$ cat src/rtl/led_matrix_i2c_refresh_sequencer_defines.svh
// assertion macros for the led matrix refresh sequencer
// expects clk_i and rst_ni in the scope of use
`ifndef LED_MATRIX_I2C_REFRESH_SEQUENCER_DEFINES_SVH
`define LED_MATRIX_I2C_REFRESH_SEQUENCER_DEFINES_SVH

// condition holds at every rising clock edge out of reset
`define LMX_ASSERT_HOLDS(label, cond, msg) \
  label: assert property (@(posedge clk_i) disable iff (!rst_ni) (cond)) \
    else $error(msg);

// trigger is followed by the condition in the next cycle
`define LMX_ASSERT_NEXT(label, trig, cond, msg) \
  label: assert property (@(posedge clk_i) disable iff (!rst_ni) (trig) |=> (cond)) \
    else $error(msg);

`endif

$ cat src/rtl/lmx_pkg.sv
// shared types, constants and helpers for the led matrix refresh sequencer
// no dependencies
`default_nettype none

package lmx_pkg;

  localparam int GRID_COLUMNS = 12;
  localparam int GRID_ROWS    = 12;
  localparam int GROUP_BYTES  = 6;

  localparam int PIXELS     = GRID_COLUMNS * GRID_ROWS;
  localparam int GROUPS     = 2 * GRID_ROWS;
  localparam int PIX_AW     = $clog2(PIXELS);
  localparam int PTR_W      = $clog2(PIXELS + GROUP_BYTES + 1);
  localparam int ROW_W      = (GRID_ROWS > 1) ? $clog2(GRID_ROWS) : 1;
  localparam int GROUP_W    = ROW_W + 1;
  localparam int BYTES_W    = $clog2(GROUP_BYTES + 1);
  localparam int TMO_W      = 16;
  localparam int TMO_PROD_W = TMO_W + BYTES_W;
  localparam int CFG_IDX_W  = 4;
  localparam int CFG_DATA_W = 16;

  localparam int QUEUE_DEPTH = 4;
  localparam int QPTR_W      = $clog2(QUEUE_DEPTH);
  localparam int QCNT_W      = $clog2(QUEUE_DEPTH + 1);

  localparam logic [2:0] NO_ERROR = 3'd7;

  typedef enum logic [2:0] {
    OP_SET_DUTY  = 3'd0,
    OP_BUS_EVENT = 3'd1,
    OP_BUS_ERROR = 3'd2,
    OP_TICK      = 3'd3,
    OP_BEGIN     = 3'd4
  } op_e;

  typedef enum logic [1:0] {
    EV_START_SENT = 2'd0,
    EV_ADDR_ACK   = 2'd1,
    EV_BYTE_DONE  = 2'd2
  } event_e;

  typedef enum logic [2:0] {
    CMD_NONE      = 3'd0,
    CMD_START     = 3'd1,
    CMD_SEND_ADDR = 3'd2,
    CMD_SEND_DATA = 3'd3,
    CMD_STOP      = 3'd4
  } cmd_e;

  typedef enum logic [3:0] {
    PH_IDLE  = 4'b0001,
    PH_START = 4'b0010,
    PH_ADDR  = 4'b0100,
    PH_DATA  = 4'b1000
  } phase_e;

  typedef enum logic [CFG_IDX_W-1:0] {
    CFG_DEVICE_ADDR  = 4'd0,
    CFG_DUTY_BASE    = 4'd1,
    CFG_TMO_RELOAD   = 4'd2,
    CFG_AUTO_REFRESH = 4'd3
  } cfg_reg_e;

  typedef struct packed {
    logic [2:0] operation;
    logic [3:0] column;
    logic [3:0] row;
    logic [7:0] duty;
    logic [1:0] event_kind;
    logic [2:0] error_kind;
  } in_item_t;

  typedef struct packed {
    logic [2:0] bus_command;
    logic [7:0] bus_byte;
    logic       error_pending;
    logic [2:0] error_code;
    logic       timed_out;
    logic       last;
  } result_t;

  typedef struct packed {
    logic             we;
    logic [PTR_W-1:0] addr;
    logic [7:0]       data;
  } store_wr_t;

  typedef struct packed {
    logic [1:0] count;
    result_t    first;
    result_t    second;
  } push_t;

  function automatic logic [7:0] group_register(logic [GROUP_W-1:0] g, logic [7:0] base);
    logic [7:0] row_off;
    row_off = 8'({g[GROUP_W-1:1], 4'b0000});
    return base + row_off + (g[0] ? 8'd8 : 8'd0);
  endfunction

  function automatic logic [GROUP_W-1:0] next_group(logic [GROUP_W-1:0] g);
    return (g == GROUP_W'(GROUPS - 1)) ? '0 : g + GROUP_W'(1);
  endfunction

  function automatic logic [PTR_W-1:0] pixel_index(logic [GROUP_W-1:0] g,
                                                   logic [BYTES_W-1:0] bs);
    return PTR_W'(g[GROUP_W-1:1]) * PTR_W'(GRID_COLUMNS)
         + (g[0] ? PTR_W'(GROUP_BYTES) : '0) + PTR_W'(bs);
  endfunction

  function automatic logic [PTR_W-1:0] pixel_addr(logic [3:0] row, logic [3:0] col);
    return PTR_W'(row) * PTR_W'(GRID_COLUMNS) + PTR_W'(col);
  endfunction

endpackage

`default_nettype wire

$ cat src/rtl/lmx_if.sv
// valid/ready channels of the led matrix refresh sequencer
// depends on lmx_pkg
`default_nettype none

interface lmx_in_if;
  logic              valid;
  logic              ready;
  lmx_pkg::in_item_t data;
  modport source (output valid, output data, input ready);
  modport sink (input valid, input data, output ready);
endinterface

interface lmx_out_if;
  logic             valid;
  logic             ready;
  lmx_pkg::result_t data;
  modport source (output valid, output data, input ready);
  modport sink (input valid, input data, output ready);
endinterface

interface lmx_cfg_if;
  logic                             valid;
  logic                             ready;
  logic [lmx_pkg::CFG_IDX_W-1:0]  index;
  logic [lmx_pkg::CFG_DATA_W-1:0] wdata;
  modport source (output valid, output index, output wdata, input ready);
  modport sink (input valid, input index, input wdata, output ready);
endinterface

`default_nettype wire

$ cat src/rtl/lmx_frame_store.sv
// frame buffer memory with per-pixel valid flags and registered read
// depends on lmx_pkg
`default_nettype none

module lmx_frame_store (
  input  wire logic                      clk_i,
  input  wire logic                      rst_ni,
  input  wire lmx_pkg::store_wr_t        wr_i,
  input  wire logic [lmx_pkg::PTR_W-1:0] rd_addr_i,
  output logic [7:0]                     rd_data_o
);

  logic [7:0]                   mem [lmx_pkg::PIXELS];
  logic [lmx_pkg::PIXELS-1:0]   vld_q;
  logic [7:0]                   raw_q;
  logic [7:0]                   byp_data_q;
  logic                         byp_q;
  logic                         hit_q;
  logic                         in_range;
  logic [lmx_pkg::PIX_AW-1:0]   rd_idx;
  logic [lmx_pkg::PIX_AW-1:0]   wr_idx;

  assign in_range = rd_addr_i < lmx_pkg::PIXELS;
  assign rd_idx   = rd_addr_i[lmx_pkg::PIX_AW-1:0];
  assign wr_idx   = wr_i.addr[lmx_pkg::PIX_AW-1:0];

  always_ff @(posedge clk_i) begin
    if (wr_i.we) begin
      mem[wr_idx] <= wr_i.data;
    end
    raw_q      <= mem[rd_idx];
    byp_data_q <= wr_i.data;
  end

  always_ff @(posedge clk_i or negedge rst_ni) begin
    if (!rst_ni) begin
      vld_q <= '0;
      byp_q <= 1'b0;
      hit_q <= 1'b0;
    end else begin
      if (wr_i.we) begin
        vld_q[wr_idx] <= 1'b1;
      end
      byp_q <= wr_i.we && (wr_i.addr == rd_addr_i);
      hit_q <= in_range ? vld_q[rd_idx] : 1'b0;
    end
  end

  assign rd_data_o = byp_q ? byp_data_q : (hit_q ? raw_q : 8'd0);

endmodule

`default_nettype wire

$ cat src/rtl/lmx_result_queue.sv
// four-entry result queue, takes up to two items per cycle and sends one while the output is ready
// depends on lmx_pkg and lmx_if
`default_nettype none

module lmx_result_queue (
  input  wire logic           clk_i,
  input  wire logic           rst_ni,
  input  wire lmx_pkg::push_t push_i,
  output logic                space_o,
  lmx_out_if.source           out_if
);

  lmx_pkg::result_t             entry_q [lmx_pkg::QUEUE_DEPTH];
  logic [lmx_pkg::QPTR_W-1:0]   wr_q;
  logic [lmx_pkg::QPTR_W-1:0]   rd_q;
  logic [lmx_pkg::QCNT_W-1:0]   cnt_q;
  logic [lmx_pkg::QPTR_W-1:0]   wr_next;
  logic                         pop;

  assign pop          = out_if.valid && out_if.ready;
  assign out_if.valid = cnt_q != '0;
  assign out_if.data  = entry_q[rd_q];
  assign space_o      = cnt_q <= lmx_pkg::QCNT_W'(lmx_pkg::QUEUE_DEPTH - 2);
  assign wr_next      = wr_q + lmx_pkg::QPTR_W'(1);

  always_ff @(posedge clk_i) begin
    if (push_i.count != 2'd0) begin
      entry_q[wr_q] <= push_i.first;
    end
    if (push_i.count == 2'd2) begin
      entry_q[wr_next] <= push_i.second;
    end
  end

  always_ff @(posedge clk_i or negedge rst_ni) begin
    if (!rst_ni) begin
      wr_q  <= '0;
      rd_q  <= '0;
      cnt_q <= '0;
    end else begin
      wr_q  <= wr_q + lmx_pkg::QPTR_W'(push_i.count);
      rd_q  <= rd_q + lmx_pkg::QPTR_W'(pop);
      cnt_q <= cnt_q + lmx_pkg::QCNT_W'(push_i.count) - lmx_pkg::QCNT_W'(pop);
    end
  end

endmodule

`default_nettype wire

$ cat src/rtl/led_matrix_i2c_refresh_sequencer.sv
// Refresh sequencer for a 12x12 LED matrix on an I2C LED driver. Items enter an
// input register and are handled from there once the result queue has room; their
// one or two results are written into a four-entry queue, whose registered
// entries drive the result port. One item is taken per cycle for as long as each
// item gives one result and the result port stays ready; an item that gives two
// (stop then start) holds the rate to the result port's one result per cycle, as
// the queue admits an item only with two free entries.
// The frame buffer is a 144-entry memory with one valid flag per pixel, cleared
// at once by reset, so no clearing pass follows reset. Configuration writes
// are always accepted.
// depends on lmx_pkg, lmx_if, lmx_frame_store, lmx_result_queue and the defines header
`default_nettype none

`include "led_matrix_i2c_refresh_sequencer_defines.svh"

module led_matrix_i2c_refresh_sequencer (
  input  wire logic clk_i,
  input  wire logic rst_ni,
  lmx_in_if.sink    in_if,
  lmx_out_if.source out_if,
  lmx_cfg_if.sink   cfg_if
);

  // configuration
  logic [7:0]               dev_addr_q;
  logic [7:0]               duty_base_q;
  logic [lmx_pkg::TMO_W-1:0] tmo_reload_q;
  logic                     auto_refresh_q;

  // input register
  lmx_pkg::in_item_t in_q;
  logic              in_vld_q;

  // sequencer state
  lmx_pkg::phase_e              phase_q, phase_d;
  logic [lmx_pkg::GROUP_W-1:0]  gs_q, gs_d;
  logic [lmx_pkg::BYTES_W-1:0]  bs_q, bs_d;
  logic [7:0]                   tgt_q, tgt_d;
  logic [lmx_pkg::TMO_W-1:0]    tc_q, tc_d;
  logic [2:0]                   err_q, err_d;

  logic                            fire;
  logic                            space;
  logic [7:0]                      rd_data;
  logic [lmx_pkg::PTR_W-1:0]       rd_ptr;
  lmx_pkg::store_wr_t              store_wr;
  lmx_pkg::push_t                  push;
  logic [lmx_pkg::TMO_PROD_W-1:0]  tmo_prod;
  logic [lmx_pkg::TMO_W-1:0]       tmo_sat;
  lmx_pkg::cmd_e                   cmd0, cmd1;
  logic [7:0]                      byte0;
  logic [1:0]                      n_res;

  assign fire        = in_vld_q && space;
  assign in_if.ready = !in_vld_q || fire;
  assign cfg_if.ready = 1'b1;

  assign tmo_prod = lmx_pkg::TMO_PROD_W'(tmo_reload_q)
                  * lmx_pkg::TMO_PROD_W'(lmx_pkg::GROUP_BYTES);
  assign tmo_sat  = (|tmo_prod[lmx_pkg::TMO_PROD_W-1:lmx_pkg::TMO_W]) ?
                    '1 : tmo_prod[lmx_pkg::TMO_W-1:0];

  always_ff @(posedge clk_i or negedge rst_ni) begin
    if (!rst_ni) begin
      dev_addr_q     <= 8'd160;
      duty_base_q    <= 8'd0;
      tmo_reload_q   <= 16'd200;
      auto_refresh_q <= 1'b1;
    end else if (cfg_if.valid && cfg_if.ready) begin
      case (cfg_if.index)
        lmx_pkg::CFG_DEVICE_ADDR:  dev_addr_q     <= cfg_if.wdata[7:0];
        lmx_pkg::CFG_DUTY_BASE:    duty_base_q    <= cfg_if.wdata[7:0];
        lmx_pkg::CFG_TMO_RELOAD:   tmo_reload_q   <= cfg_if.wdata[lmx_pkg::TMO_W-1:0];
        lmx_pkg::CFG_AUTO_REFRESH: auto_refresh_q <= cfg_if.wdata[0];
        default: ;
      endcase
    end
  end

  always_ff @(posedge clk_i) begin
    if (in_if.valid && in_if.ready) begin
      in_q <= in_if.data;
    end
  end

  always_ff @(posedge clk_i or negedge rst_ni) begin
    if (!rst_ni) begin
      in_vld_q <= 1'b0;
      phase_q  <= lmx_pkg::PH_IDLE;
      gs_q     <= '0;
      bs_q     <= '0;
      tgt_q    <= '0;
      tc_q     <= '0;
      err_q    <= lmx_pkg::NO_ERROR;
    end else begin
      in_vld_q <= in_if.valid || (in_vld_q && !fire);
      phase_q  <= phase_d;
      gs_q     <= gs_d;
      bs_q     <= bs_d;
      tgt_q    <= tgt_d;
      tc_q     <= tc_d;
      err_q    <= err_d;
    end
  end

  always_comb begin
    lmx_pkg::phase_e          ph_tmp;
    logic [lmx_pkg::TMO_W-1:0] tc_tmp;
    phase_d  = phase_q;
    gs_d     = gs_q;
    bs_d     = bs_q;
    tgt_d    = tgt_q;
    tc_d     = tc_q;
    err_d    = err_q;
    cmd0     = lmx_pkg::CMD_NONE;
    cmd1     = lmx_pkg::CMD_NONE;
    byte0    = 8'd0;
    n_res    = 2'd0;
    store_wr = '0;
    ph_tmp   = phase_q;
    tc_tmp   = tc_q;
    if (fire) begin
      case (in_q.operation)
        lmx_pkg::OP_SET_DUTY: begin
          if (in_q.column < lmx_pkg::GRID_COLUMNS && in_q.row < lmx_pkg::GRID_ROWS) begin
            store_wr.we   = 1'b1;
            store_wr.addr = lmx_pkg::pixel_addr(in_q.row, in_q.column);
            store_wr.data = in_q.duty;
          end
        end
        lmx_pkg::OP_BUS_EVENT: begin
          tc_d = tmo_reload_q;
          if (phase_q == lmx_pkg::PH_START && in_q.event_kind == lmx_pkg::EV_START_SENT) begin
            phase_d = lmx_pkg::PH_ADDR;
            cmd0    = lmx_pkg::CMD_SEND_ADDR;
            byte0   = dev_addr_q;
            n_res   = 2'd1;
          end else if (phase_q == lmx_pkg::PH_ADDR
                       && in_q.event_kind == lmx_pkg::EV_ADDR_ACK) begin
            phase_d = lmx_pkg::PH_DATA;
            cmd0    = lmx_pkg::CMD_SEND_DATA;
            byte0   = tgt_q;
            n_res   = 2'd1;
          end else if (phase_q == lmx_pkg::PH_DATA
                       && in_q.event_kind == lmx_pkg::EV_BYTE_DONE) begin
            if (bs_q < lmx_pkg::GROUP_BYTES) begin
              cmd0  = lmx_pkg::CMD_SEND_DATA;
              byte0 = rd_data;
              bs_d  = bs_q + lmx_pkg::BYTES_W'(1);
              n_res = 2'd1;
            end else begin
              phase_d = lmx_pkg::PH_IDLE;
              cmd0    = lmx_pkg::CMD_STOP;
              n_res   = 2'd1;
              if (auto_refresh_q) begin
                gs_d    = lmx_pkg::next_group(gs_q);
                tgt_d   = lmx_pkg::group_register(gs_d, duty_base_q);
                bs_d    = '0;
                phase_d = lmx_pkg::PH_START;
                cmd1    = lmx_pkg::CMD_START;
                n_res   = 2'd2;
              end
            end
          end
        end
        lmx_pkg::OP_BUS_ERROR: begin
          if (err_q == lmx_pkg::NO_ERROR && in_q.error_kind != lmx_pkg::NO_ERROR) begin
            err_d = in_q.error_kind;
          end
        end
        lmx_pkg::OP_TICK: begin
          if (tc_q != '0) begin
            tc_d = tc_q - lmx_pkg::TMO_W'(1);
          end
        end
        lmx_pkg::OP_BEGIN: begin
          if (err_q != lmx_pkg::NO_ERROR) begin
            tc_tmp = '0;
            ph_tmp = lmx_pkg::PH_IDLE;
            err_d  = lmx_pkg::NO_ERROR;
            cmd0   = lmx_pkg::CMD_STOP;
            n_res  = 2'd1;
          end
          tc_d    = tc_tmp;
          phase_d = ph_tmp;
          if (ph_tmp == lmx_pkg::PH_IDLE || tc_tmp == '0) begin
            gs_d    = '0;
            tgt_d   = lmx_pkg::group_register('0, duty_base_q);
            bs_d    = '0;
            phase_d = lmx_pkg::PH_START;
            tc_d    = tmo_sat;
            if (n_res == 2'd0) begin
              cmd0 = lmx_pkg::CMD_START;
            end else begin
              cmd1 = lmx_pkg::CMD_START;
            end
            n_res = n_res + 2'd1;
          end
        end
        default: ;
      endcase
    end
  end

  always_comb begin
    push.first.bus_command   = cmd0;
    push.first.bus_byte      = byte0;
    push.first.error_pending = err_d != lmx_pkg::NO_ERROR;
    push.first.error_code    = err_d;
    push.first.timed_out     = (tc_d == '0) && (phase_d != lmx_pkg::PH_IDLE);
    push.first.last          = n_res != 2'd2;
    push.second              = push.first;
    push.second.bus_command  = cmd1;
    push.second.bus_byte     = 8'd0;
    push.second.last         = 1'b1;
    if (!fire) begin
      push.count = 2'd0;
    end else if (n_res == 2'd2) begin
      push.count = 2'd2;
    end else begin
      push.count = 2'd1;
    end
  end

  // read follows the next byte position, so the data is ready for the next item
  assign rd_ptr = lmx_pkg::pixel_index(gs_d, bs_d);

  lmx_frame_store u_store (
    .clk_i     (clk_i),
    .rst_ni    (rst_ni),
    .wr_i      (store_wr),
    .rd_addr_i (rd_ptr),
    .rd_data_o (rd_data)
  );

  lmx_result_queue u_queue (
    .clk_i   (clk_i),
    .rst_ni  (rst_ni),
    .push_i  (push),
    .space_o (space),
    .out_if  (out_if)
  );

  `LMX_ASSERT_HOLDS(a_group_range, gs_q < lmx_pkg::GROUPS, "group number out of range")
  `LMX_ASSERT_HOLDS(a_bytes_range, bs_q <= lmx_pkg::GROUP_BYTES, "byte count past group")
  `LMX_ASSERT_NEXT(a_begin_recovers,
    fire && in_q.operation == lmx_pkg::OP_BEGIN && err_q != lmx_pkg::NO_ERROR,
    err_q == lmx_pkg::NO_ERROR && phase_q == lmx_pkg::PH_START,
    "begin refresh did not recover from latched error")
  `LMX_ASSERT_NEXT(a_result_queued, fire, out_if.valid, "handled item left no result")

endmodule

`default_nettype wire

$ cat src/flat_wrapper.sv
// flat-port wrapper written by rule: the top's interface ports become plain ports
module led_matrix_i2c_refresh_sequencer_flat 
  (clk_i, rst_ni, in_if_valid, in_if_data, in_if_ready, out_if_valid, out_if_data, out_if_ready, cfg_if_valid, cfg_if_index, cfg_if_wdata, cfg_if_ready);
  lmx_in_if in_if_i ();
  lmx_out_if out_if_i ();
  lmx_cfg_if cfg_if_i ();
  input  wire logic clk_i;
  input  wire logic rst_ni;
  input wire logic [$bits(in_if_i.valid)-1:0] in_if_valid;
  input wire logic [$bits(in_if_i.data)-1:0] in_if_data;
  output wire logic [$bits(in_if_i.ready)-1:0] in_if_ready;
  output wire logic [$bits(out_if_i.valid)-1:0] out_if_valid;
  output wire logic [$bits(out_if_i.data)-1:0] out_if_data;
  input wire logic [$bits(out_if_i.ready)-1:0] out_if_ready;
  input wire logic [$bits(cfg_if_i.valid)-1:0] cfg_if_valid;
  input wire logic [$bits(cfg_if_i.index)-1:0] cfg_if_index;
  input wire logic [$bits(cfg_if_i.wdata)-1:0] cfg_if_wdata;
  output wire logic [$bits(cfg_if_i.ready)-1:0] cfg_if_ready;
  assign in_if_i.valid = in_if_valid;
  assign in_if_i.data = in_if_data;
  assign in_if_ready = in_if_i.ready;
  assign out_if_valid = out_if_i.valid;
  assign out_if_data = out_if_i.data;
  assign out_if_i.ready = out_if_ready;
  assign cfg_if_i.valid = cfg_if_valid;
  assign cfg_if_i.index = cfg_if_index;
  assign cfg_if_i.wdata = cfg_if_wdata;
  assign cfg_if_ready = cfg_if_i.ready;
  led_matrix_i2c_refresh_sequencer u_core (.clk_i(clk_i), .rst_ni(rst_ni), .in_if(in_if_i), .out_if(out_if_i), .cfg_if(cfg_if_i));
endmodule
$ cat config.mk
export PLATFORM = sky130hd
export DESIGN_NAME = led_matrix_i2c_refresh_sequencer_flat
export DESIGN_NICKNAME = d
export VERILOG_FILES = /design/src/rtl/lmx_pkg.sv /design/src/rtl/lmx_if.sv /design/src/rtl/lmx_frame_store.sv /design/src/rtl/lmx_result_queue.sv /design/src/rtl/led_matrix_i2c_refresh_sequencer.sv /design/src/flat_wrapper.sv
export VERILOG_INCLUDE_DIRS = /design/src /design/src/rtl
export SDC_FILE = /design/constraint.sdc
export NUM_CORES = 2
export LEC_CHECK = 0
export BUFFER_PORTS_ARGS = -buffer_cell sky130_fd_sc_hd__buf_4
export CORE_ASPECT_RATIO = 2
export CORE_MARGIN = 3
export CORE_UTILIZATION = 50
export CTS_CLUSTER_SIZE = 10
export DETAILED_ROUTE_END_ITERATION = 7
export MAX_ROUTING_LAYER = met4
export PLACE_DENSITY_LB_ADDON = 0.05
export SETUP_SLACK_MARGIN = 0.1
export SLEW_MARGIN = 40
export SYNTH_ARGS = -nofsm -noshare
export SYNTH_HDL_FRONTEND = slang
export SYNTH_SLANG_ARGS = --single-unit
$ cat constraint.sdc
create_clock -name clk_i -period 7.84 [get_ports clk_i]
set_clock_uncertainty 0.15 [all_clocks]
set_input_delay 0.784 -clock clk_i [delete_from_list [all_inputs] [get_ports clk_i]]
set_output_delay 0.784 -clock clk_i [all_outputs]
set_load 0.005 [all_outputs]
==> reports/results.ini <==
[status]
outcome=complete, no violations

[floorplanning]
fp.dieArea_um2=137000
dieHeight_um=520
die_span_x_um=263
placement_rows=188
core_region_area_um2=131000
ioPinCount=69
starting_density_of_the_core_pct=50.4

[global_route]
largest_net_degree_at_the_start_of_global_routing=78
grtUsageTotal_pct=37.3
globalRouteOverflowTotal=0
grt_pass1_wl_mm=351
number_of_antenna_violations_at_the_first_check_in_global_routing=13
via_count_of_the_first_global_routing_pass=46900

[timing]
timing_hold_violations_final=0
layout_setup_ws_ns=0.359
final_period_minus_worst_setup_slack_ns=7.48
setup_violations=0
slew_violations=0
worst_pin_slew_ns=0.963
timing.max_slew.rel_slack_pct=35.2
final.period_utilization_pct=95.4
fmax_mhz=134
hold-worst-slack_ns=0.0573
grt_setup_unrepaired=false
fin_setup_tns_ns=0

[synthesis]
syn-instance-count=4850
syn-mean-instance-area_um2=13.6
number_of_synthesized_flops_with_an_enable_pin=1200
synth_seq_cells=1486
cell_area_after_synthesis_um2=66100
synthFlopType=edfxtp_1
number_of_warning_messages_in_the_yosys_log=0
post_synth_num_cell_types=108
yosysSeqAreaShare_pct=64.9
syn_nets=4953
share_of_synthesized_registers_carrying_an_async_set_or_reset_pct=15.2

[clock_network]
clock_insertion_delay_worst_skew_ns=0.81
cts-buffers-inserted=166
clock_tree.buffer_depth=3
cts.repair.resized=0
cts.repair_timing.setup_buffer_count=0
clock-sinks=1486
clock_tree.htree_level_count=4
cts_tree=yes
hold_buffers=27
cts_root_buf=clkbuf_16
clk_pin_slew_ns=0.06

[drt]
drt_drc_violations_left=0
final_antenna_net_count=0
routedWlPerCell_um=36.8
drt_iter0_drcs=4701
drtPass1Iterations=6
drt-total-wl_mm=249
vias=46500
vias_per_instance=6.86

[layout]
instances_no_fill=6767
finish.instance_area_um2=74900
final_cell_mix=edfxtp_1, nand2_1, buf_4
layout_commonest_cell=edfxtp_1
layout-area-overhead-vs-synth_pct=13.2
drive_gt1_share_pct=19.2
final_core_util_pct=57.0
final_nets=5047

[pwr]
cellInternalPower_mw=13.5
ir_drop_v=0.000208
power.total_mw=18.4
power.share.clock_pct=39.1
power.combinational.fraction_pct=11.6
power.density_cell_area_nw_per_um2=246
cellLeakagePower_nw=27.6
power.share.switching_pct=26.7
power_switching_mw=4.91
sequentialPowerShare_pct=49.3

[worst_setup_path]
required_time_of_the_worst_setup_path_ns=8.34
timing.rr.start=u_core.tc_q[10]
crit_path_top_delay_cell=or4_1
worst_ep_arrival_time_ns=7.98
timing.critical_path.buf_inv=2
worstPathMaxFanout=57
path_cells=or4_1 > or4b_4 > or3_1 > nand2_4 > nand2_2 > a22o_1 > fa_1 > ha_4 > buf_12 > buf_4 > mux2_2 > nor2_1 > a21oi_1 > o21ai_0 > o41ai_2 > a21oi_1 > a311oi_1 > nor4_1 > o31ai_1
cp_slowest_stage_delay_ns=0.64
critical_path.reg2reg.endpoint=u_core.u_store.raw_q[0]
worst-setup-path-type=flop to flop
worst-r2r-cell-count=19
worst-r2r-setup-slack_ns=0.36
startpoint_type=flop
crit_family=simple AND/OR/NAND/NOR gates
endpoint_kind=flop
cpMostUsedCell=a21oi_1

[hold_path]
timing.hold.worst.class=primary input to flop
min_delay_path_depth=2
min_delay_worst_endpoint=u_core.tmo_reload_q[9]
holdCritStartpoint=cfg_if_wdata[9]

[placed_design]
io_buffer_count=67
gp_congestion=0.970
dp_worst_setup_slack_ns=0.642
dp_hpwl_mm=166
place_area_um2=69600
numPlacedInstances=6457

[flow_run]
drv.max_cap_violation_count=0

[power by group through the flow]
stage	combinational [mW]	sequential [mW]	clock, mW
6_report	2.14	9.08	7.19
2_1_floorplan	1.32	9.09	0
3_3_place_gp	2.07	9.22	0
3_5_place_dp	2.11	9.23	0
4_1_cts	2.13	9.07	7.27
5_1_grt	2.28	9.11	7.59
[cell families after synthesis]
group / synth area share (%)
flip-flops: 64.9
XOR/XNOR: 0.636
multiplexers: 9.46
other: 0.00567
AO/OA/AOI/OAI: 12.7
AND/OR/NAND/NOR: 8.45
adder cells (fa/ha/maj): 1.11
buffers and inverters: 2.69
[flip-flops by register name, indices dropped and copies added (netlist names), 2 cells and up]
name	count
u_core.u_queue.entry_q	68
u_core.tc_q	16
u_core.dev_addr_q	8
u_core.phase_q	4
u_core.u_store.mem	1152
u_core.bs_q	3
u_core.u_queue.wr_q	2
u_core.u_queue.cnt_q	3
u_core.u_store.byp_data_q	8
u_core.in_q	24
u_core.gs_q	5
u_core.tmo_reload_q	16
u_core.err_q	3
u_core.u_store.raw_q	8
u_core.u_store.vld_q	144
u_core.duty_base_q	8
u_core.tgt_q	8
u_core.u_queue.rd_q	2
[synthesized netlist by cell type, types with 22 or more instances]
master,count,share of area (%)
a221oi_1,23,0.30
nand2_1,301,1.7
nor3_1,131,0.99
buf_2,55,0.42
inv_1,47,0.27
xnor2_1,28,0.37
dfrtp_1,216,8.2
o31ai_1,46,0.52
o21ai_0,158,1.2
or2_2,23,0.22
a31oi_1,38,0.36
ha_1,46,0.87
nor2b_1,55,0.52
o211ai_1,34,0.39
o221ai_1,56,0.74
mux2_2,90,1.5
mux4_2,152,5.2
o21bai_1,134,1.5
nand3_1,73,0.55
clkbuf_1,247,1.4
edfxtp_1,1200,55
or3_1,22,0.21
a211oi_1,87,0.99
and3_1,30,0.28
mux2i_1,180,2.7
a21oi_1,250,1.9
buf_1,55,0.31
nor4_1,58,0.55
o22ai_1,170,1.6
nor2_1,373,2.1
dfxtp_1,60,1.8
[per-layer routing]
metal / part of all wire, % / global-route usage [%] / routed length, um
met1: 32 / 37.5 / 79800
met2: 51 / 62.3 / 127000
met3: 7.1 / 7.53 / 17600
met4: 10 / 31.2 / 24900
met5: 0 / - / 0
[cell type report]
class	instances	area, um2
diodes	14	35.0
clock buffers	254	4540
clock inverters	13	300
fillers	10600	56400
inverters	48	183
multi-input cells	2938	22100
flip-flops and latches	1486	42900
well taps	1710	2140
repair buffers	304	2660
[how the worst max path moves through the flow]
stage	from	to	slack, ns	cells past startpoint
after floorplan	u_core.tc_q[4]	u_core.u_store.raw_q[7]	1.23	25
after global placement	u_core.tc_q[10]	u_core.u_store.raw_q[6]	0.19	19
after detailed placement	u_core.tc_q[10]	u_core.u_store.raw_q[0]	0.64	17
after CTS	u_core.tc_q[10]	u_core.u_store.raw_q[0]	0.56	17
after global routing	u_core.tc_q[10]	u_core.u_store.raw_q[3]	0.30	18
final	u_core.tc_q[10]	u_core.u_store.raw_q[0]	0.36	19
[worst register-to-register path, delay by kind of cell (launching register included)]
family	cells	cell delay, ns
AND/OR/NAND/NOR	7	2.70
buffers and inverters	2	0.80
adder cells (fa/ha/maj)	2	1.16
multiplexers	1	0.36
AO/OA/AOI/OAI	7	1.69
flip-flops	1	0.46
No activity file was read; power rests on OpenSTA's default activity.
